<file path="src/hw/rtl/tcw_pkg.sv">
// Shared types and constants of the text console writer.
`default_nettype none

package tcw_pkg;

    // Fixed field widths of the command and result items.
    localparam int CmdW      = 2;
    localparam int CharW     = 8;
    localparam int RowFieldW = 5;
    localparam int ColFieldW = 7;
    localparam int PosW      = 11;
    localparam int CellW     = 16;

    // Wide enough for the largest store that the parameter ranges allow.
    localparam int MaxAddrW = 14;

    localparam int QueueDepth = 2;
    localparam int QueuePtrW  = $clog2(QueueDepth);
    localparam int QueueCntW  = $clog2(QueueDepth + 1);

    localparam logic [CharW-1:0] ChNewline  = 8'd10;
    localparam logic [CharW-1:0] ChReturn   = 8'd13;
    localparam logic [CharW-1:0] ChSpace    = 8'h20;
    localparam logic [CharW-1:0] ResetColor = 8'h07;

    typedef enum logic [CmdW-1:0] {
        CmdPut    = 2'd0,
        CmdClear  = 2'd1,
        CmdSetPos = 2'd2,
        CmdRead   = 2'd3
    } t_cmd;

    typedef enum logic [1:0] {
        OpNone  = 2'd0,
        OpWrite = 2'd1,
        OpFill  = 2'd2,
        OpRead  = 2'd3
    } t_op;

    typedef enum logic [2:0] {
        BsInit  = 3'd0,
        BsIdle  = 3'd1,
        BsBlank = 3'd2,
        BsFill  = 3'd3,
        BsDone  = 3'd4
    } t_bstate;

    typedef struct packed {
        logic [RowFieldW-1:0] row;
        logic [ColFieldW-1:0] col;
        logic [PosW-1:0]      pos;
    } t_cursor;

    typedef struct packed {
        t_op                 op;
        logic                scroll;
        logic [CharW-1:0]    ch;
        logic [MaxAddrW-1:0] addr;
        logic [MaxAddrW-1:0] blank_base;
        t_cursor             cursor;
    } t_job;

    typedef struct packed {
        t_cursor          cursor;
        logic [CellW-1:0] cell_data;
    } t_result;

endpackage

`default_nettype wire

</file>
<file path="src/hw/rtl/tcw_if.sv">
// Handshake channels of the text console writer: commands, results and configuration.
`default_nettype none

interface tcw_cmd_if;
    logic                          valid;
    logic                          ready;
    logic [tcw_pkg::CmdW-1:0]      command;
    logic [tcw_pkg::CharW-1:0]     char_code;
    logic [tcw_pkg::RowFieldW-1:0] row;
    logic [tcw_pkg::ColFieldW-1:0] col;

    modport source(output valid, command, char_code, row, col, input ready);
    modport sink(input valid, command, char_code, row, col, output ready);
endinterface


`default_nettype wire

</file>
<file path="src/hw/rtl/tcw_front.sv">
// Front end: accepts commands, tracks the cursor and the scroll offset, and issues store jobs.
`default_nettype none

module tcw_front #(
    parameter int COLUMNS = 80,
    parameter int LINES   = 25
) (
    input  logic          i_clk,
    input  logic          i_rst_n,
    tcw_cmd_if.sink       cmd,
    input  logic          i_init_busy,
    input  logic          i_full,
    output logic          o_push,
    output tcw_pkg::t_job o_job
);

    localparam int NCells = LINES * COLUMNS;
    localparam int AddrW  = $clog2(NCells);
    localparam int RowW   = $clog2(LINES);
    localparam int ColW   = (COLUMNS > 1) ? $clog2(COLUMNS) : 1;

    localparam logic [RowW-1:0]  LastRow    = RowW'(LINES - 1);
    localparam logic [ColW-1:0]  LastCol    = ColW'(COLUMNS - 1);
    localparam logic [AddrW-1:0] LastRowPos = AddrW'((LINES - 1) * COLUMNS);
    localparam logic [AddrW-1:0] ColStep    = AddrW'(COLUMNS);
    localparam logic [AddrW:0]   CellCount  = (AddrW + 1)'(NCells);

    // The store is a ring of rows: r_top is the store address of the top screen row.
    logic [RowW-1:0]  r_row, n_row;
    logic [ColW-1:0]  r_col, n_col;
    logic [AddrW-1:0] r_pos, n_pos;
    logic [AddrW-1:0] r_top, n_top;

    logic             accept;
    logic [RowW-1:0]  crow;
    logic [ColW-1:0]  ccol;
    logic [AddrW-1:0] tgt_pos;
    logic [AddrW:0]   top_sum;
    logic [AddrW-1:0] top_scrolled;
    tcw_pkg::t_job    job;

    function automatic logic [AddrW-1:0] wrap_addr(input logic [AddrW:0] sum);
        logic [AddrW:0] adj;
        adj = (sum >= CellCount) ? (sum - CellCount) : sum;
        return adj[AddrW-1:0];
    endfunction

    assign cmd.ready = !i_full && !i_init_busy;
    assign accept    = cmd.valid && cmd.ready;
    assign o_push    = accept;
    assign o_job     = job;

    always_comb begin
        crow         = (cmd.row >= LINES) ? LastRow : RowW'(cmd.row);
        ccol         = (cmd.col >= COLUMNS) ? LastCol : ColW'(cmd.col);
        tgt_pos      = AddrW'(crow) * ColStep + AddrW'(ccol);
        top_sum      = {1'b0, r_top} + {1'b0, ColStep};
        top_scrolled = (top_sum == CellCount) ? '0 : top_sum[AddrW-1:0];

        n_row = r_row;
        n_col = r_col;
        n_pos = r_pos;
        n_top = r_top;

        job            = '0;
        job.op         = tcw_pkg::OpNone;
        job.ch         = cmd.char_code;
        job.blank_base = tcw_pkg::MaxAddrW'(r_top);

        unique case (tcw_pkg::t_cmd'(cmd.command))
            tcw_pkg::CmdPut: begin
                priority if (cmd.char_code == tcw_pkg::ChNewline) begin
                    n_col = '0;
                    if (r_row == LastRow) begin
                        job.scroll = 1'b1;
                        n_pos      = LastRowPos;
                        n_top      = top_scrolled;
                    end else begin
                        n_row = r_row + 1'b1;
                        n_pos = r_pos - AddrW'(r_col) + ColStep;
                    end
                end else if (cmd.char_code == tcw_pkg::ChReturn) begin
                    n_col = '0;
                    n_pos = r_pos - AddrW'(r_col);
                end else begin
                    job.op   = tcw_pkg::OpWrite;
                    job.addr = tcw_pkg::MaxAddrW'(wrap_addr({1'b0, r_pos} + {1'b0, r_top}));
                    if (r_col == LastCol) begin
                        n_col = '0;
                        if (r_row == LastRow) begin
                            job.scroll = 1'b1;
                            n_pos      = LastRowPos;
                            n_top      = top_scrolled;
                        end else begin
                            n_row = r_row + 1'b1;
                            n_pos = r_pos + 1'b1;
                        end
                    end else begin
                        n_col = r_col + 1'b1;
                        n_pos = r_pos + 1'b1;
                    end
                end
            end
            tcw_pkg::CmdClear: begin
                job.op = tcw_pkg::OpFill;
                n_row  = '0;
                n_col  = '0;
                n_pos  = '0;
                n_top  = '0;
            end
            tcw_pkg::CmdSetPos: begin
                n_row = crow;
                n_col = ccol;
                n_pos = tgt_pos;
            end
            tcw_pkg::CmdRead: begin
                job.op   = tcw_pkg::OpRead;
                job.addr = tcw_pkg::MaxAddrW'(wrap_addr({1'b0, tgt_pos} + {1'b0, r_top}));
            end
            default: begin
                job.op = tcw_pkg::OpNone;
            end
        endcase

        job.cursor.row = tcw_pkg::RowFieldW'(n_row);
        job.cursor.col = tcw_pkg::ColFieldW'(n_col);
        job.cursor.pos = tcw_pkg::PosW'(n_pos);
    end

    always_ff @(posedge i_clk) begin
        if (!i_rst_n) begin
            r_row <= '0;
            r_col <= '0;
            r_pos <= '0;
            r_top <= '0;
        end else if (accept) begin
            r_row <= n_row;
            r_col <= n_col;
            r_pos <= n_pos;
            r_top <= n_top;
        end
    end

endmodule

`default_nettype wire

</file>
<file path="src/flat_wrapper.sv">
// flat-port wrapper written by rule: the top's interface ports become plain ports
module tcw_front_flat 
#(
    parameter int COLUMNS = 80,
    parameter int LINES   = 25
)
  (i_clk, i_rst_n, i_init_busy, i_full, o_push, o_job, cmd_valid, cmd_command, cmd_char_code, cmd_row, cmd_col, cmd_ready);
  tcw_cmd_if cmd_i ();
  input  logic i_clk;
  input  logic i_rst_n;
  input  logic i_init_busy;
  input  logic i_full;
  output logic o_push;
  output tcw_pkg::t_job o_job;
  input wire logic [$bits(cmd_i.valid)-1:0] cmd_valid;
  input wire logic [$bits(cmd_i.command)-1:0] cmd_command;
  input wire logic [$bits(cmd_i.char_code)-1:0] cmd_char_code;
  input wire logic [$bits(cmd_i.row)-1:0] cmd_row;
  input wire logic [$bits(cmd_i.col)-1:0] cmd_col;
  output wire logic [$bits(cmd_i.ready)-1:0] cmd_ready;
  assign cmd_i.valid = cmd_valid;
  assign cmd_i.command = cmd_command;
  assign cmd_i.char_code = cmd_char_code;
  assign cmd_i.row = cmd_row;
  assign cmd_i.col = cmd_col;
  assign cmd_ready = cmd_i.ready;
  tcw_front #(.COLUMNS(COLUMNS), .LINES(LINES)) u_core (.i_clk(i_clk), .i_rst_n(i_rst_n), .cmd(cmd_i), .i_init_busy(i_init_busy), .i_full(i_full), .o_push(o_push), .o_job(o_job));
endmodule
</file>
<file path="config.mk">
export PLATFORM = sky130hd
export DESIGN_NAME = tcw_front_flat
export DESIGN_NICKNAME = d
export VERILOG_FILES = /design/src/hw/rtl/tcw_pkg.sv /design/src/hw/rtl/tcw_if.sv /design/src/hw/rtl/tcw_front.sv /design/src/flat_wrapper.sv
export SDC_FILE = /design/constraint.sdc
export NUM_CORES = 1
export LEC_CHECK = 0
export BUFFER_PORTS_ARGS = -buffer_cell sky130_fd_sc_hd__buf_2
export CAP_MARGIN = 20
export CORE_MARGIN = 2
export CORE_UTILIZATION = 62
export CTS_CLUSTER_DIAMETER = 120
export DETAILED_ROUTE_END_ITERATION = 16
export GPL_ROUTABILITY_DRIVEN = 0
export PLACE_DENSITY = 0.87
export SLEW_MARGIN = 15
export SYNTH_ARGS = -nofsm -noshare
export SYNTH_HDL_FRONTEND = slang
export SYNTH_SLANG_ARGS = --single-unit
</file>
<file path="constraint.sdc">
create_clock -name i_clk -period 9.1 [get_ports i_clk]
set_clock_uncertainty 0.05 [all_clocks]
set_input_delay 0.91 -clock i_clk [delete_from_list [all_inputs] [get_ports i_clk]]
set_output_delay 0.91 -clock i_clk [all_outputs]
set_load 0.01 [all_outputs]
</file>
Word level (Yosys, flattened, before mapping) --
Cells that the tools add are included.
Cells by class: equality and inequality tests 10, muxes and demuxes 35, $lt $le $gt $ge 4, reduce and logical (&&, ||, !) cells 7, multipliers 1, add/sub/neg operators 11
Operators with widths (number):
- $mux W11 | 13
- $pmux W11 S3 | 1
- $mux W7 | 4
- $pmux W14 S2 | 1
- $mux W5 | 5
- $add A11 B11 Y12 | 2
- $ge A12 B11 Y1 const B | 2
- $pmux W11 S2 | 1
- $sub A11 B11 Y11 const B | 2
- $pmux W7 S3 | 1
- $eq A8 B4 Y1 const B | 2
- $pmux W5 S3 | 1
- $mux W14 | 1
- $add A11 B7 Y12 const B | 1
- $eq A12 B11 Y1 const B | 1
- $add A11 B1 Y11 const B | 1
- $add A11 B7 Y11 | 1
- $add A11 B7 Y11 const B | 1
- $sub A11 B7 Y11 | 1
- $add A7 B1 Y7 const B | 1
- $eq A7 B7 Y1 const B | 1
- $ge A7 B7 Y1 const B | 1
- $mul A5 B3 Y7 const B | 1
- $pmux W2 S3 | 1
- 14 further kinds | 21
Word-level totals: bits of input ports 27, output and inout port bits 64, bits in registers 34

Longest topological paths before layout --
depth after elaboration 8, gate-level depth with buffers 18, mapped depth without buffers 18

Worst setup path after synthesis --
Ideal clock, no wire load.
path kind input to output, start in cmd_row[4], end out o_job[44] (netlist name), path buffers 0, slack 3.515 ns, arrival 4.625 ns, required time 8.140 ns, cell stages on the path 18, cell sequence nand2_1 -> nand2_1 -> inv_1 -> ha_1 -> ha_1 -> inv_1 -> fa_1 -> xor2_1 -> a2111oi_0 -> xnor3_1 -> ha_1 -> nand2b_1 -> o21ba_1 -> o31ai_4 -> o21ai_4 -> and3_1 -> or4_1 -> o211ai_1
RTL lines:
- start, declared | line flat_wrapper.sv:18 | input wire logic [$bits(cmd_i.row)-1:0] cmd_row;
- end, declared | line flat_wrapper.sv:14 | output tcw_pkg::t_job o_job;

==> results.txt <==
status -> finished clean
Die X -> 92.8 um
routed vias/inst -> 6.52
Seq/Total Area, Yosys -> 12.3%
Critical-path top delay cell -> or4_1
CTS root buffer -> clkbuf_8
Worst Path Max Fanout -> 7
CTS tree -> yes
Netlist cell types -> 83
worst path cell trace -> buf_2 > nand2_1 > nand2_1 > inv_1 > ha_1 > ha_1 > inv_1 > fa_1 > xor2_1 > a2111oi_0 > xnor3_1 > ha_1 > nand2b_1 > o221ai_1 > o31ai_4 > o21ai_4 > a221oi_2 > or4_1 > o211ai_1 > buf_2
final instance area -> 5270 um2
row count -> 32
Yosys reg bits -> 30
Max Cap Violations -> 0
Synth async-reset ratio -> 0%
Cell Pwr Density -> 97.1 nW/um2
Final Hold Viols -> 0
CTS Buf Count -> 5
detailed-routed wire length on met2 -> 6710 um
vias in the first global route -> 4,927
RSZ-0062 raised after global routing -> no
share of cells above drive strength 1 -> 15.7%
critical path data required time -> 8140 ps
hold crit path type -> reg2reg
initial cell density of the core -> 63.6%
Final Core Density -> 68.6%
final count of negative-setup-slack endpoints -> 0
fillers -> 689
Synth area leader -> dfxtp_1
ANT nets after route -> 0
CTS Hold Bufs -> 0
Die H -> 92.8 um
Max Used Layer -> met4
final period utilization -> 68.7%
reg2reg path depth -> 12
DPL Wire Length -> 11,300 um
post-CTS setup buffer count -> 0
Most used DFF post-synth -> dfxtp_1
# nets final -> 810
GR Util All Layers -> 33.7%
PostCTS Resize Cnt -> 0
antenna diode count -> 0
Core Footprint -> 7690 um2
WP data arrival -> 5300 ps
maximum root-to-sink buffer count -> 2
Slew Viols, Final -> 0
Leak Pwr -> 2.28 nW
CTS sink cnt -> 30
CP delay by family, top -> compound AO/OA/AOI/OAI gates
Avg Cell Area, Syn -> 7.12 um2
Max-slew headroom -> 36.7%
vias post-DR -> 5,448
Crit Path Category -> in2out
synth-to-layout area growth -> 7.94%
Max Freq -> 0.160 GHz
M1 wire length -> 6060 um
VDD IR-drop max -> 0.0804 mV
first-pass iteration count of the detailed router -> 5
DRC -> 0
1st-iter DRT viols -> 480
CP Depth -> 20
synthesized instance count -> 686
Worst Path Buf+Inv -> 4
Post-synth EDFFs -> 0
# IOs -> 91
Least-Margin Pin Slew -> 946 ps
PortBufs -> 80
largest cells by area after synthesis -> dfxtp_1 (12%), ha_1 (12%), nor2_1 (5.5%)
initial antenna violation count -> 0
commonest non-fill, non-tap cell in the layout -> buf_2
Startpoint Class -> input pin
most frequent cell on the critical path -> ha_1
pin count of the biggest net entering global routing -> 46
endpoint class of the critical path -> output port
Post-Route WL -> 14,800 um
Worst-path clk slew -> 80 ps
Wirelength per Cell -> 17.7 um
Tmin final -> 6260 ps
met3 WL -> 1500 um
most frequent cells in the layout -> buf_2 (80), nor2_1 (72), nand2_1 (56), a21oi_1 (51)
Setup TNS -> 0 ps
Congestion Overflow GR -> 0
# H-tree levels -> 2
Clock Latency Late Sink -> 290 ps
first-pass GRT wire length -> 23,600 um
CP peak stage delay -> 490 ps
synthesized cell area -> 4890 um2
synth warn -> 0
top-area cell type share of the netlist area -> 12.3%
Cell Area, Placed -> 5190 um2
Die Footprint -> 8610 um2
Hold Crit Depth -> 2
[flip-flops by register name, indices dropped and copies added (netlist names)]
register      count
u_core.r_row      5
u_core.r_col      7
u_core.r_top      7
u_core.r_pos     11
[logic make-up after synthesis]
group / after synthesis / share of synthesized area (%)
multiplexers: 6 / 1.31
adder cells (fa/ha/maj): 50 / 13.2
XOR/XNOR: 47 / 9.14
other: 1 / 0.0768
AND/OR/NAND/NOR: 246 / 25.5
buffers and inverters: 97 / 9.09
flip-flops: 30 / 12.3
AO/OA/AOI/OAI: 209 / 29.4
[synthesized netlist by cell type (6+ instances only)]
| cell | count |
|---|---|
| nor2_1 | 72 |
| nand2_1 | 56 |
| a21oi_1 | 51 |
| ha_1 | 46 |
| inv_1 | 46 |
| o21ai_0 | 33 |
| dfxtp_1 | 30 |
| xnor2_1 | 29 |
| clkbuf_1 | 26 |
| nand3_1 | 22 |
| buf_4 | 18 |
| nor3_1 | 17 |
| o22ai_1 | 15 |
| xor2_1 | 15 |
| a211oi_1 | 13 |
| nand2b_1 | 12 |
| nor2b_1 | 11 |
| a22oi_1 | 10 |
| a21o_1 | 9 |
| and3_1 | 8 |
| nand4_1 | 8 |
| o21ai_1 | 8 |
| or3_1 | 8 |
| o31a_1 | 6 |
[area by class of cell]
cell class / count / area [um2] / area share [%]
Inverter: 47 / 176 / 3.35
Tap cell: 102 / 128 / 2.42
Clock buffer: 6 / 82.6 / 1.57
Timing Repair Buffer: 81 / 408 / 7.73
Sequential cell: 30 / 601 / 11.4
Multi-Input combinational cell: 569 / 3880 / 73.5
[final timing paths]
kind	start	to	slack [ps]
max	cmd_row[3]	o_job[44]	2840
min	u_core.r_col[1]	u_core.r_col[1]	460
max reg2reg	u_core.r_pos[0]	u_core.r_pos[10]	5830
min reg2reg	u_core.r_col[1]	u_core.r_col[1]	460
[power breakdown]
| group | total [W] | leakage [nW] | switching, W | internal [W] |
|---|---|---|---|---|
| combinational | 0.000257 | 2.00 | 0.000160 | 0.0000969 |
| clock | 0.000114 | 0.0431 | 0.0000557 | 0.0000584 |
| sequential | 0.000141 | 0.243 | 0.00000656 | 0.000135 |
| total | 0.000512 | 2.28 | 0.000222 | 0.000290 |
[worst reg2reg max path, cell delays in order, from the launching register on]
cell	delay, ps
dfxtp_1	390
inv_1	150
ha_1	190
inv_1	70
fa_1	410
a21o_1	210
a21oi_4	220
o21ai_2	100
a211oi_2	260
xnor2_1	210
nor4_4	450
xnor3_1	290
a211oi_2	190
[routing by layer]
layer,global-route usage [%],vias up
met4,12.1,0
met1,44.2,2510
met2,56.0,351
met3,5.21,57
li1,-,2530
met5,0,-
[per-stage QoR]
step | hold slack [ps] | worst slack [ps] | cells | power, W
detailed placement | 450 | 2890 | 829 | 0.000392
finish | 462 | 2840 | 835 | 0.000512
global route | 499 | 2520 | 835 | 0.000539
global placement | 435 | 3120 | 829 | 0.000384
CTS | 460 | 2880 | 835 | 0.000502
floorplan | 416 | 3510 | 696 | 0.000337
Power figures use the tool's default switching activity.
