$ cat config.mk
export PLATFORM = sky130hd
export DESIGN_NAME = tcw_queue
export DESIGN_NICKNAME = d
export VERILOG_FILES = /design/src/hw/rtl/tcw_pkg.sv /design/src/hw/rtl/tcw_queue.sv
export SDC_FILE = /design/constraint.sdc
export NUM_CORES = 1
export LEC_CHECK = 0
export ABC_AREA = 0
export BUFFER_PORTS_ARGS = -buffer_cell sky130_fd_sc_hd__buf_2
export CAP_MARGIN = 10
export CELL_PAD_IN_SITES_DETAIL_PLACEMENT = 1
export CELL_PAD_IN_SITES_GLOBAL_PLACEMENT = 2
export CORE_MARGIN = 2
export CORE_UTILIZATION = 37
export CTS_CLUSTER_DIAMETER = 200
export DETAILED_ROUTE_END_ITERATION = 16
export PLACE_DENSITY = 0.8
export SYNTH_ARGS = -nofsm -noshare
export SYNTH_HDL_FRONTEND = slang
export SYNTH_SLANG_ARGS = --single-unit
$ cat constraint.sdc
create_clock -name i_clk -period 5 [get_ports i_clk]
set_input_delay 0 -clock i_clk [delete_from_list [all_inputs] [get_ports i_clk]]
set_output_delay 0 -clock i_clk [all_outputs]
set_load 0.01 [all_outputs]
$ cat src/hw/rtl/tcw_pkg.sv
// Shared types and constants of the text console writer.
`default_nettype none

package tcw_pkg;

    // Fixed field widths of the command and result items.
    localparam int CmdW      = 2;
    localparam int CharW     = 8;
    localparam int RowFieldW = 5;
    localparam int ColFieldW = 7;
    localparam int PosW      = 11;
    localparam int CellW     = 16;

    // Wide enough for the largest store that the parameter ranges allow.
    localparam int MaxAddrW = 14;

    localparam int QueueDepth = 2;
    localparam int QueuePtrW  = $clog2(QueueDepth);
    localparam int QueueCntW  = $clog2(QueueDepth + 1);

    localparam logic [CharW-1:0] ChNewline  = 8'd10;
    localparam logic [CharW-1:0] ChReturn   = 8'd13;
    localparam logic [CharW-1:0] ChSpace    = 8'h20;
    localparam logic [CharW-1:0] ResetColor = 8'h07;

    typedef enum logic [CmdW-1:0] {
        CmdPut    = 2'd0,
        CmdClear  = 2'd1,
        CmdSetPos = 2'd2,
        CmdRead   = 2'd3
    } t_cmd;

    typedef enum logic [1:0] {
        OpNone  = 2'd0,
        OpWrite = 2'd1,
        OpFill  = 2'd2,
        OpRead  = 2'd3
    } t_op;

    typedef enum logic [2:0] {
        BsInit  = 3'd0,
        BsIdle  = 3'd1,
        BsBlank = 3'd2,
        BsFill  = 3'd3,
        BsDone  = 3'd4
    } t_bstate;

    typedef struct packed {
        logic [RowFieldW-1:0] row;
        logic [ColFieldW-1:0] col;
        logic [PosW-1:0]      pos;
    } t_cursor;

    typedef struct packed {
        t_op                 op;
        logic                scroll;
        logic [CharW-1:0]    ch;
        logic [MaxAddrW-1:0] addr;
        logic [MaxAddrW-1:0] blank_base;
        t_cursor             cursor;
    } t_job;

    typedef struct packed {
        t_cursor          cursor;
        logic [CellW-1:0] cell_data;
    } t_result;

endpackage

`default_nettype wire

$ cat src/hw/rtl/tcw_queue.sv
// Two-entry job queue between the front end and the store engine.
`default_nettype none

module tcw_queue (
    input  logic          i_clk,
    input  logic          i_rst_n,
    input  logic          i_push,
    input  tcw_pkg::t_job i_job,
    output logic          o_full,
    input  logic          i_pop,
    output tcw_pkg::t_job o_job,
    output logic          o_empty
);

    tcw_pkg::t_job                    r_slot [tcw_pkg::QueueDepth];
    logic [tcw_pkg::QueuePtrW-1:0]    r_wr_ptr;
    logic [tcw_pkg::QueuePtrW-1:0]    r_rd_ptr;
    logic [tcw_pkg::QueueCntW-1:0]    r_count;
    logic                             do_push;
    logic                             do_pop;

    assign o_full  = (r_count == tcw_pkg::QueueCntW'(tcw_pkg::QueueDepth));
    assign o_empty = (r_count == '0);
    assign o_job   = r_slot[r_rd_ptr];
    assign do_push = i_push && !o_full;
    assign do_pop  = i_pop && !o_empty;

    always_ff @(posedge i_clk) begin
        if (do_push) begin
            r_slot[r_wr_ptr] <= i_job;
        end
    end

    always_ff @(posedge i_clk) begin
        if (!i_rst_n) begin
            r_wr_ptr <= '0;
            r_rd_ptr <= '0;
            r_count  <= '0;
        end else begin
            if (do_push) begin
                r_wr_ptr <= r_wr_ptr + 1'b1;
            end
            if (do_pop) begin
                r_rd_ptr <= r_rd_ptr + 1'b1;
            end
            if (do_push && !do_pop) begin
                r_count <= r_count + 1'b1;
            end else if (do_pop && !do_push) begin
                r_count <= r_count - 1'b1;
            end
        end
    end

endmodule

`default_nettype wire

Word level (Yosys, flattened, before mapping)
Memories as Yosys holds them, arrays and structs flattened. A register that Yosys moved wholly into a read port is not among the register bits. Index checks and enable logic that the tools add are counted.

Add/subtract/negate cells: 4. Multiply operators: 0. Div/mod/pow operators: 0. $lt $le $gt $ge: 0. Equal/unequal tests: 1. Shift-type cells: 0. Multiplexer cells: 6. Bitwise operators: 0. Reduce and logical (&&, ||, !) cells: 10.

Operators by type and width (count): $logic_and 1x1->1 (4); $logic_not 1->1 (4); $mux 1 (4); $mux 2 (2); $add 1x1->1 const B (2); $add 2x1->2 const B (1); $eq 2x2->1 const B (1); $logic_not 2->1 (1); $reduce_bool 2->1 (1); $sub 2x1->2 const B (1).

Bits in registers: 4. Latch bits: 0. RAM bits: 124. Memory bits (read-only): 0. Input port bits: 66. Logic and storage cells: 25. Memories: 1.

Memories: r_slot (depth 2, bits a word 62, rd ports 1, clocked after Yosys merged registers in 1, wr ports 1, line tcw_queue.sv:15) `tcw_pkg::t_job r_slot [tcw_pkg::QueueDepth];`.

Logic depth before layout (Yosys ltp)
Gate-level depths: netlist (run 1).

Word-level depth: 7. Gate-level depth with buffers: 7. Depth with buffers taken out: 7.

Worst setup path after synthesis (run 1)
Ideal clock, no wire load.

Path kind: reg-to-reg. Start point: reg r_count[0] (netlist bit). End point: mem r_slot[0][0] (netlist bit) (enable). Setup time: 0.472 ns. Arrival: 3.018 ns. Required time: 4.528 ns. Slack: 1.509 ns. Cell stages (with the launch flop): 4. Path through: dfxtp_1 -> nand2b_1 -> inv_2 -> nor3_2.

Longest elaborated chain between the ends: 5.

Ends and longest elaborated chain: start, declared (line tcw_queue.sv:18) `logic [tcw_pkg::QueueCntW-1:0] r_count;`; start signal, assigned (line tcw_queue.sv:47) `r_count <= r_count + 1'b1;`; start signal, assigned (line tcw_queue.sv:49) `r_count <= r_count - 1'b1;`; $eq 2x2->1 (line tcw_queue.sv:22) `assign o_full = (r_count == tcw_pkg::QueueCntW'(tcw_pkg::QueueDepth));`; via o_full (line tcw_queue.sv:9) `output logic o_full,`; $logic_not 1->1 (line tcw_queue.sv:25) `assign do_push = i_push && !o_full;`; $logic_and 1x1->1 (line tcw_queue.sv:25); $mux 1 (line tcw_queue.sv:29) `if (do_push) begin`; $mux 1 (implied by the code) (line tcw_queue.sv:30) `r_slot[r_wr_ptr] <= i_job;`; end, declared (line tcw_queue.sv:15).

The timed path passes the listed nets, and every way through them passes these cells.

Worst setup path after layout (run 1)
Start point: reg r_count[0] (netlist bit). End point: mem r_slot[1][32] (netlist bit) (enable).

Longest elaborated chain between the ends: 5.

Ends and longest elaborated chain (line): $eq 2x2->1 (tcw_queue.sv:22); $logic_not 1->1 (tcw_queue.sv:25); $logic_and 1x1->1 (tcw_queue.sv:25); $mux 1 (tcw_queue.sv:29); $mux 1 (implied by the code) (tcw_queue.sv:30).

Every way passes these cells.

==> flow_metrics.py, run 1 <==
metrics = {
    "clock_tree": {
        "clkTransAtPathRegs_ns": 0.05,
        "cts_tree": "done",
        "cts_sinks": 129,
        "post_cts_resize_count": 0,
        "h-tree-depth": 4,
        "clockBufferDepth": 2,
        "insertion_delay_ns": 0.41,
        "cts_buffers": 17,
        "root_buffer": "clkbuf_16",
    },
    "drt": {
        "vias": 2725,
        "route.detailed.drc": 0,
        "firstDrtPassIters": 4,
        "drt_iter0_markers": 87,
        "post_drt_wl_per_cell_um": 16.8,
        "post_drt_via_cell_ratio": 4.45,
        "wl_um": 10300,
        "ant_nets": 0,
    },
    "timing": {
        "tightest_slew_ns": 0.848,
        "worst_hold_slack_ns": 0.130,
        "finalCritPeriodShare_pct": 44.8,
        "layout_min_cycle_time_ns": 2.24,
        "slew_violations": 0,
        "setup_viol": 0,
        "rsz0062_at_grt": "false",
        "slew_headroom_pct": 43.5,
        "setup_tns_ns": 0,
        "fin_skew_ns": 0.0109,
        "timing.final.hold_violations": 0,
        "max_freq_ghz": 0.446,
    },
    "critical_path": {
        "crit_required_ns": 5.06,
        "critPathLaunchType": "register",
        "ff2ff_setup_slack_ns": 2.76,
        "cp-endpoint": "r_slot[1][32]",
        "path_class": "reg -> reg",
        "cp-startpoint": "r_count[0]",
        "crit-reg2reg-launch": "r_count[0]",
        "endpoint_kind": "register",
        "r2r-end": "r_slot[1][32]",
        "critical_path_arrival_ns": 2.30,
        "cp_max_fo": 32,
        "r2r_cells": 3,
    },
    "layout": {
        "nets": 494,
        "finalInstanceArea_um2": 6730,
        "final_cell_mix": "buf_2, edfxtp_1, dlygate4sd3_1",
        "fillers": 1188,
        "antenna_cells": 0,
        "syn_to_final_growth_pct": 43.1,
        "fin_util_pct": 53.8,
        "layout_commonest_cell": "buf_2",
        "drive_gt1_share_pct": 50.2,
    },
    "synth": {
        "yosysSeqAreaShare_pct": 81.3,
        "synth_top_cell_by_area": "edfxtp_1",
        "synth.area.top_cells": "edfxtp_1, mux2_2, dfxtp_1",
        "synth-seq-cells": 129,
        "syn_avg_cell_area_um2": 21.6,
        "yosysUniqueCellTypes": 21,
        "synth_top_area_share_pct": 79.1,
        "ys_warn_count": 0,
        "syn_nets": 285,
        "syn_area_um2": 4710,
        "syn_inst": 218,
    },
    "pwr": {
        "power.total_mw": 3.32,
        "power.density_nw_per_um2": 494,
        "seq_power_share_pct": 42.2,
        "swShare_pct": 26.0,
        "leakagePower_nw": 2.55,
        "comb_power_share_pct": 23.8,
        "ir_drop_mv": 0.277,
        "intPower_mw": 2.46,
        "p_sw_mw": 0.865,
        "p_clk_share_pct": 34.0,
    },
    "floorplan": {
        "rows": 41,
        "die_x_um": 117,
        "core_um2": 12500,
        "die_y_um": 117,
        "design.die.area_um2": 13600,
        "start_util_pct": 37.6,
        "pin_count": 130,
    },
    "run": {
        "drv_cap": 0,
    },
    "placement": {
        "dp_hpwl_um": 5800,
        "place_area_um2": 5560,
        "gp_congestion": 0.665,
        "io_buffers": 129,
    },
    "hold_path": {
        "hold_class": "in -> reg",
    },
    "global_route": {
        "overflow": 0,
        "grt_pass1_vias": 3030,
        "antenna_found_initial": 0,
        "grt_pass1_wl_um": 15300,
        "grt_max_degree": 63,
        "grt_use_total_pct": 15.6,
    },
    "run_status": {
        "outcome": "finished clean",
    },
}
==> registers in the layout, indices dropped and copies added (netlist names), named ones only <==
name / cells
r_count: 2
r_rd_ptr: 1
r_slot: 124
r_wr_ptr: 1
==> how the worst min path moves through the flow <==
stage                          from             to  slack, ns  depth (start not counted)
after CTS                     i_pop       r_rd_ptr       0.13                          4
after detailed placement  i_job[32]  r_slot[0][32]       0.19                          1
final                         i_pop       r_rd_ptr       0.13                          4
after global routing          i_pop       register       0.15                          4
after global placement    i_job[40]  r_slot[0][40]       0.19                          1
after floorplan            i_job[0]   r_slot[0][0]        0.1                          0
==> power groups by stage <==
stage	registers (mW)	logic, mW	clock network [mW]
2_1_floorplan	1.42	0.482	0
3_3_place_gp	1.41	0.744	0
3_5_place_dp	1.42	0.756	0
4_1_cts	1.40	0.803	1.16
5_1_grt	1.42	0.861	1.20
6_report	1.40	0.792	1.13
==> critical path, stage by stage (launching register included) <==
cell,delay (ns)
dfxtp_1,0.44
nand2b_1,0.19
and3_2,0.72
buf_4,0.52
==> stage by stage <==
step	std cells	worst slack, ns
after global routing	612	2.56
after floorplan	218	1.51
after detailed placement	516	2.75
final	612	2.76
after global placement	516	2.78
after CTS	612	2.71
==> cell type report <==
cell class                 count  area, um2  area share (%)
multi-input combinational     80        832            12.4
clock buffer                  23        448            6.65
tap                          172        215            3.20
inverter                       2       7.51           0.111
timing repair buffer         197       1320            19.5
sequential                   129       3820            56.8
clock inverter                 9       90.1            1.34
==> cell families after synthesis <==
group                      count (synthesis)  share of synthesized area (%)
DFF                                      129                           81.3
muxes                                     62                           14.8
buffers and inverters                      9                           1.22
and+or+nand+nor                            9                           1.17
AOI/OAI and AO/OA                          5                          0.691
xor gates and xnor gates                   3                          0.558
adders and majority gates                  1                          0.266
==> repair_timing <==
| item | CTS | global route |
|---|---|---|
| hold buffers | 64 | 0 |
| buffers inserted | 0 | 0 |
| endpoints found under the hold margin | 129 | 0 |
==> synth_stat cells <==
library cell  instances
a21boi_0              1
nor3_2                1
ha_1                  1
dfxtp_1               5
nor2_1                2
xor2_1                1
buf_4                 6
xnor2_1               2
edfxtp_1            124
inv_2                 1
buf_2                 1
o21ai_0               1
mux2_2               62
o21ai_1               1
inv_1                 1
and2_1                3
o21a_1                1
or3_1                 1
and3_1                1
a21boi_1              1
nand2b_1              1
==> metal layers <==
metal / GRT usage, % / vias to the layer above / wire length, um
met4: 6.82 / 0 / 175
met5: 0 / - / 0
met1: 16.8 / 1349 / 3980
li1: - / 1278 / -
met2: 27.7 / 84 / 5570
met3: 5.66 / 14 / 570
(Power assumes the default switching activity.)
==> run 2: changes to the inputs <==
--- a/config.mk
+++ b/config.mk
@@ -11,10 +11,10 @@
 export CELL_PAD_IN_SITES_DETAIL_PLACEMENT = 1
 export CELL_PAD_IN_SITES_GLOBAL_PLACEMENT = 2
 export CORE_MARGIN = 2
-export CORE_UTILIZATION = 37
+export CORE_UTILIZATION = 34
 export CTS_CLUSTER_DIAMETER = 200
 export DETAILED_ROUTE_END_ITERATION = 16
-export PLACE_DENSITY = 0.8
+export PLACE_DENSITY = 0.77
 export SYNTH_ARGS = -nofsm -noshare
 export SYNTH_HDL_FRONTEND = slang
 export SYNTH_SLANG_ARGS = --single-unit
==> constraint.sdc (replaced) <==
create_clock -name i_clk -period 2.05 [get_ports i_clk]
set_input_delay 0 -clock i_clk [delete_from_list [all_inputs] [get_ports i_clk]]
set_output_delay 0 -clock i_clk [all_outputs]
set_load 0.01 [all_outputs]
==> run 2 against run 1 <==
  * Combinational power is 150% higher
  * Via count is 0.15% higher
  * Utilization is 2.2 points lower
  * Setup slack worse by 2.5 ns
  * Final cell count is 0.98% higher
  * Critical endpoint is now r_wr_ptr
  * Largest power group is now the clock network
  * Highest routed layer unchanged
==> flow_metrics.py, run 2 (synthesis gave the netlist of run 1 again) <==
metrics = {
    "pwr": {
        "power.density_nw_per_um2": 1270,
        "ir_drop_mv": 0.623,
        "leakagePower_nw": 2.62,
    },
    "drt": {
        "drt_iter0_markers": 155,
        "vias": 2729,
        "post_drt_wl_per_cell_um": 16.1,
        "wl_um": 9960,
        "route.detailed.drc": 0,
        "dr_wl_met3_um": 506,
        "dr_wl_met2_um": 5300,
        "ant_nets": 0,
        "post_drt_via_cell_ratio": 4.42,
        "firstDrtPassIters": 4,
        "top_layer_used": "met4",
        "wl_met1_um": 3930,
    },
    "layout": {
        "largest_reg_flops": 124,
        "stdcell_count": 618,
        "multi_input_area_um2": 840,
        "nets": 496,
        "finalInstanceArea_um2": 6920,
        "drive_gt1_share_pct": 52.5,
        "register_area_um2": 3830,
        "fillers": 1267,
        "final_cell_mix": "buf_2, edfxtp_1, dlygate4sd3_1",
        "top_register": "r_slot",
        "top_regs": "r_slot x124, r_count x2",
        "fin_util_pct": 51.6,
        "antenna_cells": 0,
        "syn_to_final_growth_pct": 47.1,
        "layout_commonest_cell": "buf_2",
    },
    "critical_path": {
        "cp.depth": 6,
        "critical_path_arrival_ns": 2.13,
        "crit_required_ns": 2.41,
        "r2r_cells": 6,
        "cp-endpoint": "r_wr_ptr",
        "cpPeakStageDelay_ns": 0.53,
        "worstPathCellList": "nand2b_4, inv_4, nor3_4, buf_12, o21a_1, dlygate4sd3_1",
        "ff2ff_setup_slack_ns": 0.28,
        "cp-startpoint": "r_count[0]",
        "endpoint_kind": "register",
        "cp_max_fo": 32,
        "r2r-end": "r_wr_ptr",
        "cp_top_family": "buffers and inverters",
        "path_class": "reg -> reg",
        "crit-reg2reg-launch": "r_count[0]",
        "cp.buffers_inverters": 3,
        "critPathLaunchType": "register",
        "slowest_stage": "dlygate4sd3_1",
    },
    "clock_tree": {
        "cts_sinks": 129,
        "h-tree-depth": 4,
        "root_buffer": "clkbuf_16",
        "clockBufferDepth": 2,
        "insertion_delay_ns": 0.41,
        "cts_buffers": 17,
        "post_cts_resize_count": 0,
        "clkTransAtPathRegs_ns": 0.05,
        "cts_tree": "done",
    },
    "placement": {
        "pre_cts_slack_ns": 0.450,
        "placed_cells": 522,
        "dp_hpwl_um": 6280,
        "io_buffers": 129,
        "gp_congestion": 0.707,
        "place_area_um2": 5600,
    },
    "global_route": {
        "grt_max_degree": 33,
        "grt_use_total_pct": 14.4,
        "grt_pass1_vias": 3069,
        "antenna_found_initial": 0,
        "overflow": 0,
        "grt_pass1_wl_um": 15400,
    },
    "run_status": {
        "outcome": "finished clean",
    },
    "timing": {
        "timing.final.hold_violations": 0,
        "setup_viol": 0,
        "finalCritPeriodShare_pct": 86.3,
        "layout_min_cycle_time_ns": 1.77,
        "rsz0062_at_grt": "false",
        "fin_ws_ns": 0.282,
        "slew_headroom_pct": 70.6,
        "slew_violations": 0,
        "max_freq_ghz": 0.565,
        "fin_skew_ns": 0.00508,
        "tightest_slew_ns": 0.441,
    },
    "floorplan": {
        "rows": 42,
        "die_x_um": 122,
        "start_util_pct": 35.1,
        "core_um2": 13400,
        "pin_count": 130,
        "design.die.area_um2": 14800,
        "die_y_um": 122,
    },
    "hold_path": {
        "hold_class": "in -> reg",
    },
    "run": {
        "drv_cap": 0,
    },
}
==> run 2: changes by cell type in the layout (fill, tap and decap cells not counted), moves of 3 or more <==
| cell | previous run | this run |
|---|---|---|
| bufinv_16 | 2 | 6 |
| clkbuf_1 | 6 | 3 |
| clkbuf_8 | 0 | 3 |
| clkinv_1 | 4 | 0 |
| clkinv_2 | 3 | 0 |
| clkinvlp_4 | 0 | 3 |
==> run 2: worst min-delay path by stage <==
stage                    from       endpoint  slack, ns  cells after the start
finish                  i_pop       register       0.09                      4
CTS                     i_pop       register       0.08                      4
global placement    i_job[45]  r_slot[0][45]       0.19                      1
detailed placement  i_job[55]  r_slot[0][55]       0.19                      1
global route            i_pop       register       0.13                      4
floorplan            i_job[0]   r_slot[0][0]        0.1                      0
==> run 2: what timing repair did <==
action                                 in CTS  in global routing
endpoints found under the hold margin     129                  0
hold buffers                               64                  0
buffers inserted                            0                  0
==> run 2: layout make-up <==
cell class                 instances  share of cell area (%)
multi-input combinational         80                    12.1
clock buffer                      23                    6.91
timing repair buffer             199                    19.4
inverter                           2                   0.145
clock inverter                     9                    2.93
sequential                       129                    55.3
tap                              176                    3.18
==> run 2: worst reg2reg max path, delay by kind of cell, from the launching register on <==
kind | cells | cell delay (ns)
AO/OA/AOI/OAI | 1 | 0.15
buffers and inverters | 3 | 0.82
AND/OR/NAND/NOR | 2 | 0.37
flip-flops | 1 | 0.37
==> run 2: routing by layer <==
layer	global-route usage (%)	vias up
met5	0	-
met4	6.82	0
met3	4.87	21
met2	25.5	85
met1	15.4	1345
li1	-	1278
==> run 2: stage by stage <==
step / setup TNS [ns] / power (mW) / hold WS, ns
floorplan: -28.34 / 4.65 / 0.0989
global placement: 0 / 5.32 / 0.189
detailed placement: 0 / 5.37 / 0.193
CTS: 0 / 8.95 / 0.0772
global route: 0 / 9.19 / 0.133
finish: 0 / 8.81 / 0.0899
==> run 2: where the power goes <==
group	total [mW]	switching (mW)	internal [mW]
Clock	3.43	1.05	2.38
Sequential	3.42	0.102	3.32
Combinational	1.96	1.01	0.949
